`src/design/psfl_pkg.sv`:
```
package psfl_pkg;

	localparam int ENTRIES = 64;
	localparam int HISTORY = 8;
	localparam int ADDR_W = 32;
	localparam int TIME_W = 48;
	localparam int GAP_W = 32;
	localparam int WP_W = (HISTORY > 1) ? $clog2(HISTORY) : 1;
	localparam int SUM_W = TIME_W + ((HISTORY > 1) ? $clog2(HISTORY) : 0);
	localparam int NPAIR = (HISTORY + 1) / 2;
	localparam int PAIR_W = TIME_W + 1;
	localparam logic [GAP_W-1:0] GAP_RESET = GAP_W'(500);

	typedef logic [ADDR_W-1:0] addr_t;
	typedef logic [TIME_W-1:0] time_t;
	typedef logic [WP_W-1:0] wp_t;
	typedef logic [HISTORY-1:0][TIME_W-1:0] hist_t;

	typedef struct packed {
		logic new_en;
		logic hist_en;
		logic flag_en;
		logic flag_val;
		wp_t slot;
	} cell_cmd_t;

endpackage

```
`src/design/psfl_cell.sv`:
```
module psfl_cell (
	input logic clk,
	input logic arst_n,
	input psfl_pkg::addr_t q_addr,
	input psfl_pkg::time_t q_now,
	input psfl_pkg::cell_cmd_t cmd,
	input logic sel,
	input logic prev_valid,
	output logic valid,
	output logic take,
	output logic match,
	output psfl_pkg::hist_t hist,
	output psfl_pkg::wp_t wp,
	output logic flag
);
	import psfl_pkg::*;

	logic valid_q;
	addr_t addr_q;
	hist_t hist_q;
	wp_t wp_q;
	logic flag_q;

	assign valid = valid_q;
	assign take = prev_valid && !valid_q;
	assign match = valid_q && (addr_q == q_addr);
	assign hist = hist_q;
	assign wp = wp_q;
	assign flag = flag_q;

	always_ff @(posedge clk or negedge arst_n) begin
		if (!arst_n) begin
			valid_q <= 1'b0;
		end else if (cmd.new_en && take) begin
			valid_q <= 1'b1;
		end
	end

	always_ff @(posedge clk) begin
		if (cmd.new_en && take) begin
			addr_q <= q_addr;
			// slot 0 holds now, the rest are zero
			hist_q <= hist_t'(q_now);
			wp_q <= '0;
			flag_q <= 1'b0;
		end else begin
			if (cmd.hist_en && sel) begin
				hist_q[cmd.slot] <= q_now;
				wp_q <= (wp_q == WP_W'(HISTORY - 1)) ? '0 : wp_q + WP_W'(1);
			end
			if (cmd.flag_en && sel) begin
				flag_q <= cmd.flag_val;
			end
		end
	end

endmodule

```
`config.mk`:
```
export PLATFORM = sky130hd
export DESIGN_NAME = psfl_cell
export DESIGN_NICKNAME = d
export VERILOG_FILES = /design/src/design/psfl_pkg.sv /design/src/design/psfl_cell.sv
export SDC_FILE = /design/constraint.sdc
export NUM_CORES = 1
export LEC_CHECK = 0
export ABC_CLOCK_PERIOD_IN_PS = 2200
export BUFFER_PORTS_ARGS = -buffer_cell sky130_fd_sc_hd__buf_2
export CORE_MARGIN = 5
export CORE_UTILIZATION = 46
export DETAILED_ROUTE_END_ITERATION = 10
export PLACE_DENSITY = 0.78
export SLEW_MARGIN = 20
export SYNTH_ARGS = -nofsm -noshare
export SYNTH_HDL_FRONTEND = slang
export SYNTH_SLANG_ARGS = --single-unit
```
`constraint.sdc`:
```
create_clock -name clk -period 2.2 [get_ports clk]
set_input_delay 0.22 -clock clk [delete_from_list [all_inputs] [get_ports clk]]
set_output_delay 0.22 -clock clk [all_outputs]
set_load 0.1 [all_outputs]
```
# After elaboration in Yosys (flattened, before gate mapping)
# Cells that the tools add are included.
op_classes:
  n_addsub: 1
  mul: 0
  div: 0
  n_lt_le_gt_ge: 2
  eq_ne: 2
  shifts: 0
  n_mux: 6
  bitwise_logic: 0
  n_reduce_logical: 8
ops:
  columns: ["cell", "count"]
  rows:
  - ["$bwmux 384", 1]
  - ["$demux 48 s3", 1]
  - ["$mux 48", 3]
  - ["$eq 32x32->1", 1]
  - ["$logic_and 1x1->1", 6]
  - ["$lt 3x4->1 const B", 1]
  - ["$add 3x1->3 const B", 1]
  - ["$eq 3x3->1 const B", 1]
  - ["$ge 3x1->1 const B", 1]
  - ["$mux 3", 1]
  - ["$reduce_bool 2->1", 1]
  - ["$logic_not 1->1", 1]
word_totals:
  reg_bits: 421
  latchBits: 0
  mem_bits_rw: 0
  mem_bits_ro: 0
  inputBits: 91
  word_cells: 31
  n_memories: 0

# Logic depth before layout (Yosys ltp)
# Gate-level depths: netlist (run 1).
logic_depth:
  depth_word: 7
  ltp_mapped: 7
  mapped_depth_nobuf: 5

# Worst setup path after synthesis (run 1)
# Ideal clock, no wire load.
synth_path:
  path_kind: "in2reg"
  from: "in cmd[0] (netlist name)"
  to: "reg hist_q (netlist bit hist[0]) (enable)"
  setup_time_ns: 0.586
  arrival_time_ns: 5.339
  setup_slack_ns: -3.725
  path_stages: 2
  n_path_buf: 1
  path_cell_list: "buf_2 -> o41ai_1"
synth_lines:
  columns: ["element", "line_no", "source"]
  rows:
  - ["start: declaration", "psfl_cell.sv:6", "input psfl_pkg::cell_cmd_t cmd,"]
  - ["end signal: assignment", "psfl_cell.sv:43", "hist_q <= hist_t'(q_now);"]
  - ["end signal: indexed assignment", "psfl_cell.sv:48", "hist_q[cmd.slot] <= q_now;"]
  - ["end: declaration", "psfl_cell.sv:20", "hist_t hist_q;"]

# Final worst setup path (run 1)
layout_path:
  from: "reg addr_q[5]"
  to: "out match"
layout_via:
  elab_chain_cells: 2
layout_rtl:
  columns: ["element", "line_no", "source"]
  rows:
  - ["start: declaration", "psfl_cell.sv:19", "addr_t addr_q;"]
  - ["start signal: assignment", "psfl_cell.sv:41", "addr_q <= q_addr;"]
  - ["$eq 32x32->1", "psfl_cell.sv:26", "assign match = valid_q && (addr_q == q_addr);"]
  - ["$logic_and 1x1->1", "psfl_cell.sv:26", null]
  - ["end: declaration", "psfl_cell.sv:11", "output logic match,"]
# Every way passes these cells.

==> flow_summary.json, run 1 <==
{
  "status": "complete, but fails checks",
  "failed_checks": "negative setup slack",
  "viasPerCell": 5.294,
  "io_pins": 482,
  "placed_cells": 2520,
  "antenna_found_initial": 2,
  "cts_num_sinks": 421,
  "drv_slew": 0,
  "cts_tree": "built",
  "setup.worst_path.end_class": "output pin",
  "die_x_um": 190.8,
  "grt_pass1_vias": 13620,
  "clk_pin_slew_ns": 0.06,
  "fin_ws_ns": -0.08107,
  "finalPower_mw": 28.37,
  "die_y_um": 190.8,
  "cp_max_fo": 1,
  "drc_errors": 0,
  "min_period_over_period": 1.037,
  "dr.pass1.iters": 5,
  "cap_violations": 0,
  "fmax_mhz": 438.4,
  "ir_drop_uv": 1067,
  "crit_required_ns": 1.98,
  "combPwrFrac": 0.404,
  "rsz0062_at_grt": "true",
  "setup-violations-final": 1,
  "final_util": 0.6067,
  "syn_inst": 1724,
  "cts_buffer_depth": 3,
  "seq_power_share": 0.340,
  "dr_total_vias": 13960,
  "fin_crit_ns": 2.281,
  "dp_slack_ns": 0.3351,
  "leakage_nw": 8.596,
  "final_nets": 2256,
  "critPathMaxStageDelay_ns": 0.38,
  "drtIter0Drc": 964,
  "p_int_mw": 14.84,
  "dp_hpwl_um": 34610,
  "fin_cells": 2637,
  "drive_above_1_share": 0.2774,
  "syn2layout_area_growth_pct": 30.89,
  "worstMarginPinSlew_ns": 0.7157,
  "post_cts_buffers": 0,
  "ys_seq_elements": 421,
  "yosysWarnings": 0,
  "syn_area_um2": 15040,
  "crit_path_cell_trace": "xor2_1 > nor4_2 > nand3_2 > nor3_4 > buf_12",
  "syn_nets": 1817,
  "cp_slowest_cell": "edfxtp_1",
  "grt_pass1_wl_um": 77290,
  "arrival_ns": 2.06,
  "powerDensity_nw_per_um2": 1441,
  "numCtsBuffers": 42,
  "relSlewSlack": 0.5229,
  "gp_congestion": 0.8475,
  "grt_max_degree": 74,
  "worst_clock_skew_ns": 0.01113,
  "pwr-share-clk": 0.255,
  "power_switching_mw": 13.53,
  "synth.distinct_cells": 26,
  "layout_commonest_cell": "nand2_1",
  "holdCritPathClass": "in2reg",
  "yosysSeqAreaShare": 0.6138,
  "start_util": 0.4635,
  "clk-insertion-delay-late_ns": 0.52,
  "htree_num_levels": 2,
  "portBuffers": 481,
  "critPathKind": "reg2out",
  "rows": 66,
  "switching_share": 0.4769,
  "syn_avg_cell_area_um2": 8.726,
  "n_antenna_cell": 0,
  "ant_nets": 0,
  "finalHoldViolations": 0,
  "overflow": 0,
  "fin_tns_setup_ns": -0.08107,
  "wire_per_inst_um": 19.78,
  "layout_common_cells": "nand2_1 (677), buf_2 (480), a21oi_1 (340), dfxtp_1 (340), edfxtp_1 (80)",
  "drt_wl_total_um": 52170,
  "core_area_um2": 32450,
  "grt_usage": 0.2713,
  "die_area_um2": 36420,
  "root_buffer": "clkbuf_16",
  "critPathLaunchType": "flop"
}
[timing repair]
action,in CTS,in global routing
endpoints found under the hold margin,46,0
hold buffers,41,0
gates resized for setup,0,7
pin swaps,2,4
endpoints found under the setup margin,1,1
[layout make-up]
type	count	area [µm²]
Timing Repair Buffer	557	3233
Sequential cell	421	9238
Fill cell	2725	12760
Multi-Input combinational cell	1140	5250
Inverter	1	11.26
Clock buffer	65	1292
Clock inverter	11	112.6
Tap cell	442	553.0
[state kept, by name (all words and copies together) (netlist names)]
register / flops
hist: 384
addr_q: 32
wp: 3
flag: 1
valid: 1
[cells by family (layout without fill, tap and decap cells)]
kind of cell / Yosys count / in the layout / share of synthesized area
AND/OR/NAND/NOR: 765 / 765 / 0.2045
flip-flops: 421 / 421 / 0.6138
XOR/XNOR: 32 / 32 / 0.01863
AO/OA/AOI/OAI: 341 / 341 / 0.1137
adder cells (fa/ha/maj): 2 / 2 / 0.001663
buffers and inverters: 163 / 634 / 0.04766
[metrics by stage]
step	area (µm²)	hold slack [ns]
after CTS	19650	0.00006123
after floorplan	15160	-0.07557
after global routing	19690	0.01218
final	19690	0.01374
after detailed placement	17830	0.003595
after global placement	17830	-0.003037
[path summary, 6_finish.rpt]
path | from | endpoint | slack, ns | cells after the start
worst max-delay path | addr_q[5]$_DFFE_PP_ | match | -0.08 | 5
worst min-delay path | q_now[26] | hist[362]$_SDFFE_PP0P_ | 0.01 | 3
worst max register to register | valid$_DFFE_PN0P_ | hist[153]$_SDFFE_PP0P_ | 0.33 | 5
worst min register to register | hist[138]$_SDFFE_PP0P_ | hist[138]$_SDFFE_PP0P_ | 0.45 | 2
max in group asynchronous | arst_n | valid$_DFFE_PN0P_ | 1.55 | 3
min in group asynchronous | arst_n | valid$_DFFE_PN0P_ | 0.54 | 3
[metal layers]
layer | global-route usage | up-vias | share of wire
li1 | - | 6415 | -
met1 | 0.3204 | 6560 | 0.37
met2 | 0.4574 | 799 | 0.47
met3 | 0.07323 | 181 | 0.11
met4 | 0.1340 | 4 | 0.050
met5 | 0 | - | 0.00061
[power groups by stage]
stage / logic (mW) / clock network [mW] / registers (mW)
final: 11.5 / 7.25 / 9.66
after global routing: 11.8 / 7.66 / 9.78
after CTS: 11.5 / 7.33 / 9.65
after detailed placement: 11.4 / 0 / 9.80
after global placement: 11.3 / 0 / 9.74
after floorplan: 1.32 / 0 / 18.0
[worst max-delay path, delay by kind of cell (launching register included)]
kind	cells	cell delay [ns]
flops	1	0.38
xor+xnor	1	0.17
simple gates	3	0.79
buf+inv	1	0.20
[synthesized netlist by cell type]
master    instances  area share
dfxtp_1         340        0.45
o41ai_1           1     0.00058
a21oi_1         340        0.11
edfxtp_1         80        0.16
buf_6             4      0.0030
or3_1             4      0.0017
clkbuf_1        116       0.029
xnor2_1           1     0.00058
buf_4            10      0.0050
nor3_2            3      0.0020
buf_2            30       0.010
nor4_1            7      0.0029
xor2_1           31       0.018
nor2_1            5      0.0012
nand3_2           1     0.00067
nand4_1           1     0.00042
dfrtp_1           1      0.0017
nand3_1           5      0.0017
nor3_1            5      0.0017
ha_1              2      0.0017
nor2b_1          49       0.020
or2_2             3      0.0012
nand2_1         679        0.17
buf_1             2     0.00050
inv_2             1     0.00025
nand2b_1          3      0.0012
(Power assumes the default switching activity.)
==> run 2, diff against run 1 <==
CORE_MARGIN = 10   (was 5)
REMOVE_ABC_BUFFERS = 1   (was unset)
SLEW_MARGIN = unset   (was 20)
==> run 2 against run 1 <==
  * The flow still finishes with violations (negative setup slack)
  * Clock power up 2.9%
  * Sequential share of layout area down 0.75 points
  * Sequential cell count is the same
  * Register-to-register slack got worse by 0.20 ns
  * Largest cell class unchanged
==> flow_summary.json, run 2 (same netlist as run 1, synthesis figures left out) <==
{
  "min_period_over_period": 1.055,
  "holdCritPathClass": "in2reg",
  "drc_errors": 0,
  "status": "complete, but fails checks",
  "dr.pass1.iters": 5,
  "cap_violations": 0,
  "overflow": 0,
  "portBuffers": 481,
  "drv_slew": 0,
  "r2r_cells": 6,
  "worst_clock_skew_ns": 0.01330,
  "setup.worst_path.end_class": "output pin",
  "failed_checks": "negative setup slack",
  "drive_above_1_share": 0.2733,
  "gp_congestion": 0.8507,
  "core_area_um2": 32370,
  "min_delay_path_depth": 3,
  "io_pins": 482,
  "cp_max_fo": 1,
  "drtIter0Drc": 966,
  "cts_tree": "built",
  "cts_buffer_depth": 3,
  "post_cts_buffers": 0,
  "antenna_found_initial": 3,
  "layout_common_cells": "nand2_1 (679), buf_2 (480), a21oi_1 (340), dfxtp_1 (340), edfxtp_1 (80)",
  "crit_path_cell_trace": "xor2_1 > nor4_2 > nand4_1 > nor3_2 > buf_12",
  "wire_per_inst_um": 20.97,
  "fin_ws_ns": -0.1201,
  "setup-violations-final": 1,
  "fin_crit_ns": 2.320,
  "start_util": 0.4647,
  "clk-insertion-delay-late_ns": 0.53,
  "r2r_start": "valid$_DFFE_PN0P_",
  "rows": 66,
  "cp_slowest_cell": "edfxtp_1",
  "cts_num_sinks": 421,
  "relSlewSlack": 0.5214,
  "die_x_um": 200.8,
  "powerDensity_nw_per_um2": 1434,
  "arrival_ns": 2.10,
  "finalHoldViolations": 0,
  "grt_pass1_wl_um": 84930,
  "critPathBufInv": 1,
  "final_nets": 2287,
  "ant_nets": 0,
  "htree_num_levels": 2,
  "critPathKind": "reg2out",
  "dp_slack_ns": 0.3094,
  "r2r_slack_ns": 0.13,
  "dp_hpwl_um": 35420,
  "leakage_nw": 8.738,
  "drt_wl_total_um": 56050,
  "crit_required_ns": 1.98,
  "layout_commonest_cell": "nand2_1",
  "rsz0062_at_grt": "true",
  "largest_reg_flops": 384,
  "critPathMaxStageDelay_ns": 0.46,
  "whs_endpoint": "hist[130]$_SDFFE_PP0P_",
  "numCtsBuffers": 42,
  "holdCritStartpoint": "q_now[34]",
  "die_y_um": 200.8,
  "syn2layout_area_growth_pct": 32.96,
  "grt_pass1_vias": 14340,
  "timing.rr.end": "flag$_SDFFE_PP0P_",
  "critPathLaunchType": "flop",
  "root_buffer": "clkbuf_16",
  "dr_total_vias": 14180,
  "grt_usage": 0.2639,
  "clk_pin_slew_ns": 0.07,
  "fmax_mhz": 431.0,
  "die_area_um2": 40340,
  "worstMarginPinSlew_ns": 0.7179,
  "viasPerCell": 5.305,
  "crit_family": "simple AND/OR/NAND/NOR gates",
  "grt_max_degree": 109,
  "final_util": 0.6179,
  "ir_drop_uv": 1302
}
run 2: cell types whose count changed in the layout (fill, tap and decap cells not counted), moves of 2 or more:
cell,before,now
buf_12,12,14
bufinv_16,2,4
clkbuf_8,7,5
clkinv_2,5,9
clkinvlp_4,2,0
diode_2,0,3
dlygate4sd3_1,41,69
nand2_1,677,679
nor4_1,1,3
nor4_2,6,4
run 2: power by group:
group	internal, mW	total (mW)	switching [mW]	leakage (nW)
registers	9.05	9.70	0.649	3.55
logic	1.54	11.5	9.98	4.47
clock network	4.46	7.46	3.00	0.716
total	15.0	28.7	13.6	8.74
run 2: how the worst max path moves through the flow:
| stage | from | cells past startpoint | end |
|---|---|---|---|
| after floorplan | valid$_DFFE_PN0P_ | 5 | hist[0]$_DFFE_PP_ |
| after CTS | addr_q[27]$_DFFE_PP_ | 5 | match |
| after global routing | addr_q[27]$_DFFE_PP_ | 5 | match |
| after global placement | addr_q[29]$_DFFE_PP_ | 5 | match |
| final | addr_q[10]$_DFFE_PP_ | 5 | match |
| after detailed placement | cmd[0] | 6 | hist[379]$_SDFFE_PP0P_ |
run 2: per-stage QoR:
stage / cells / power [mW] / setup TNS, ns / cell area (µm²) / hold slack, ns
3_3_place_gp: 2523 / 21.05 / 0 / 17830 / -0.003923
4_1_cts: 2670 / 28.67 / -0.08160 / 19980 / 0.0001141
2_1_floorplan: 1562 / 19.22 / -1841.28 / 14330 / -0.07559
5_1_grt: 2673 / 29.51 / -0.2350 / 20000 / 0.01226
3_5_place_dp: 2523 / 21.20 / 0 / 17830 / 0.001230
6_report: 2673 / 28.68 / -0.1201 / 20000 / 0.01963
run 2: area by class of cell:
class | instances | area (µm²)
fill | 2637 | 12370
inverter | 1 | 11.26
tap | 442 | 553.0
antenna | 3 | 7.507
multi-input combinational | 1140 | 5189
clock inverter | 16 | 185.2
timing repair buffer | 588 | 3561
sequential | 421 | 9234
clock buffer | 62 | 1261
run 2: layer usage:
metal / routed length, µm / vias up / GRT usage
li1: - / 6498 / -
met1: 20460 / 6692 / 0.3003
met2: 27330 / 842 / 0.4503
met3: 6121 / 147 / 0.08036
met4: 2138 / 0 / 0.1147
met5: 0 / - / 0
run 2: tightest hold or removal path: stages:
cell	delay [ns]
buf_2	0.16
nand2_1	0.07
a21oi_1	0.05
run 2: what timing repair did:
item,in CTS,in global routing
pin swaps,1,4
resized for setup,2,3
hold buffers,69,0
endpoints found under the hold margin,171,0
endpoints found under the setup margin,1,1
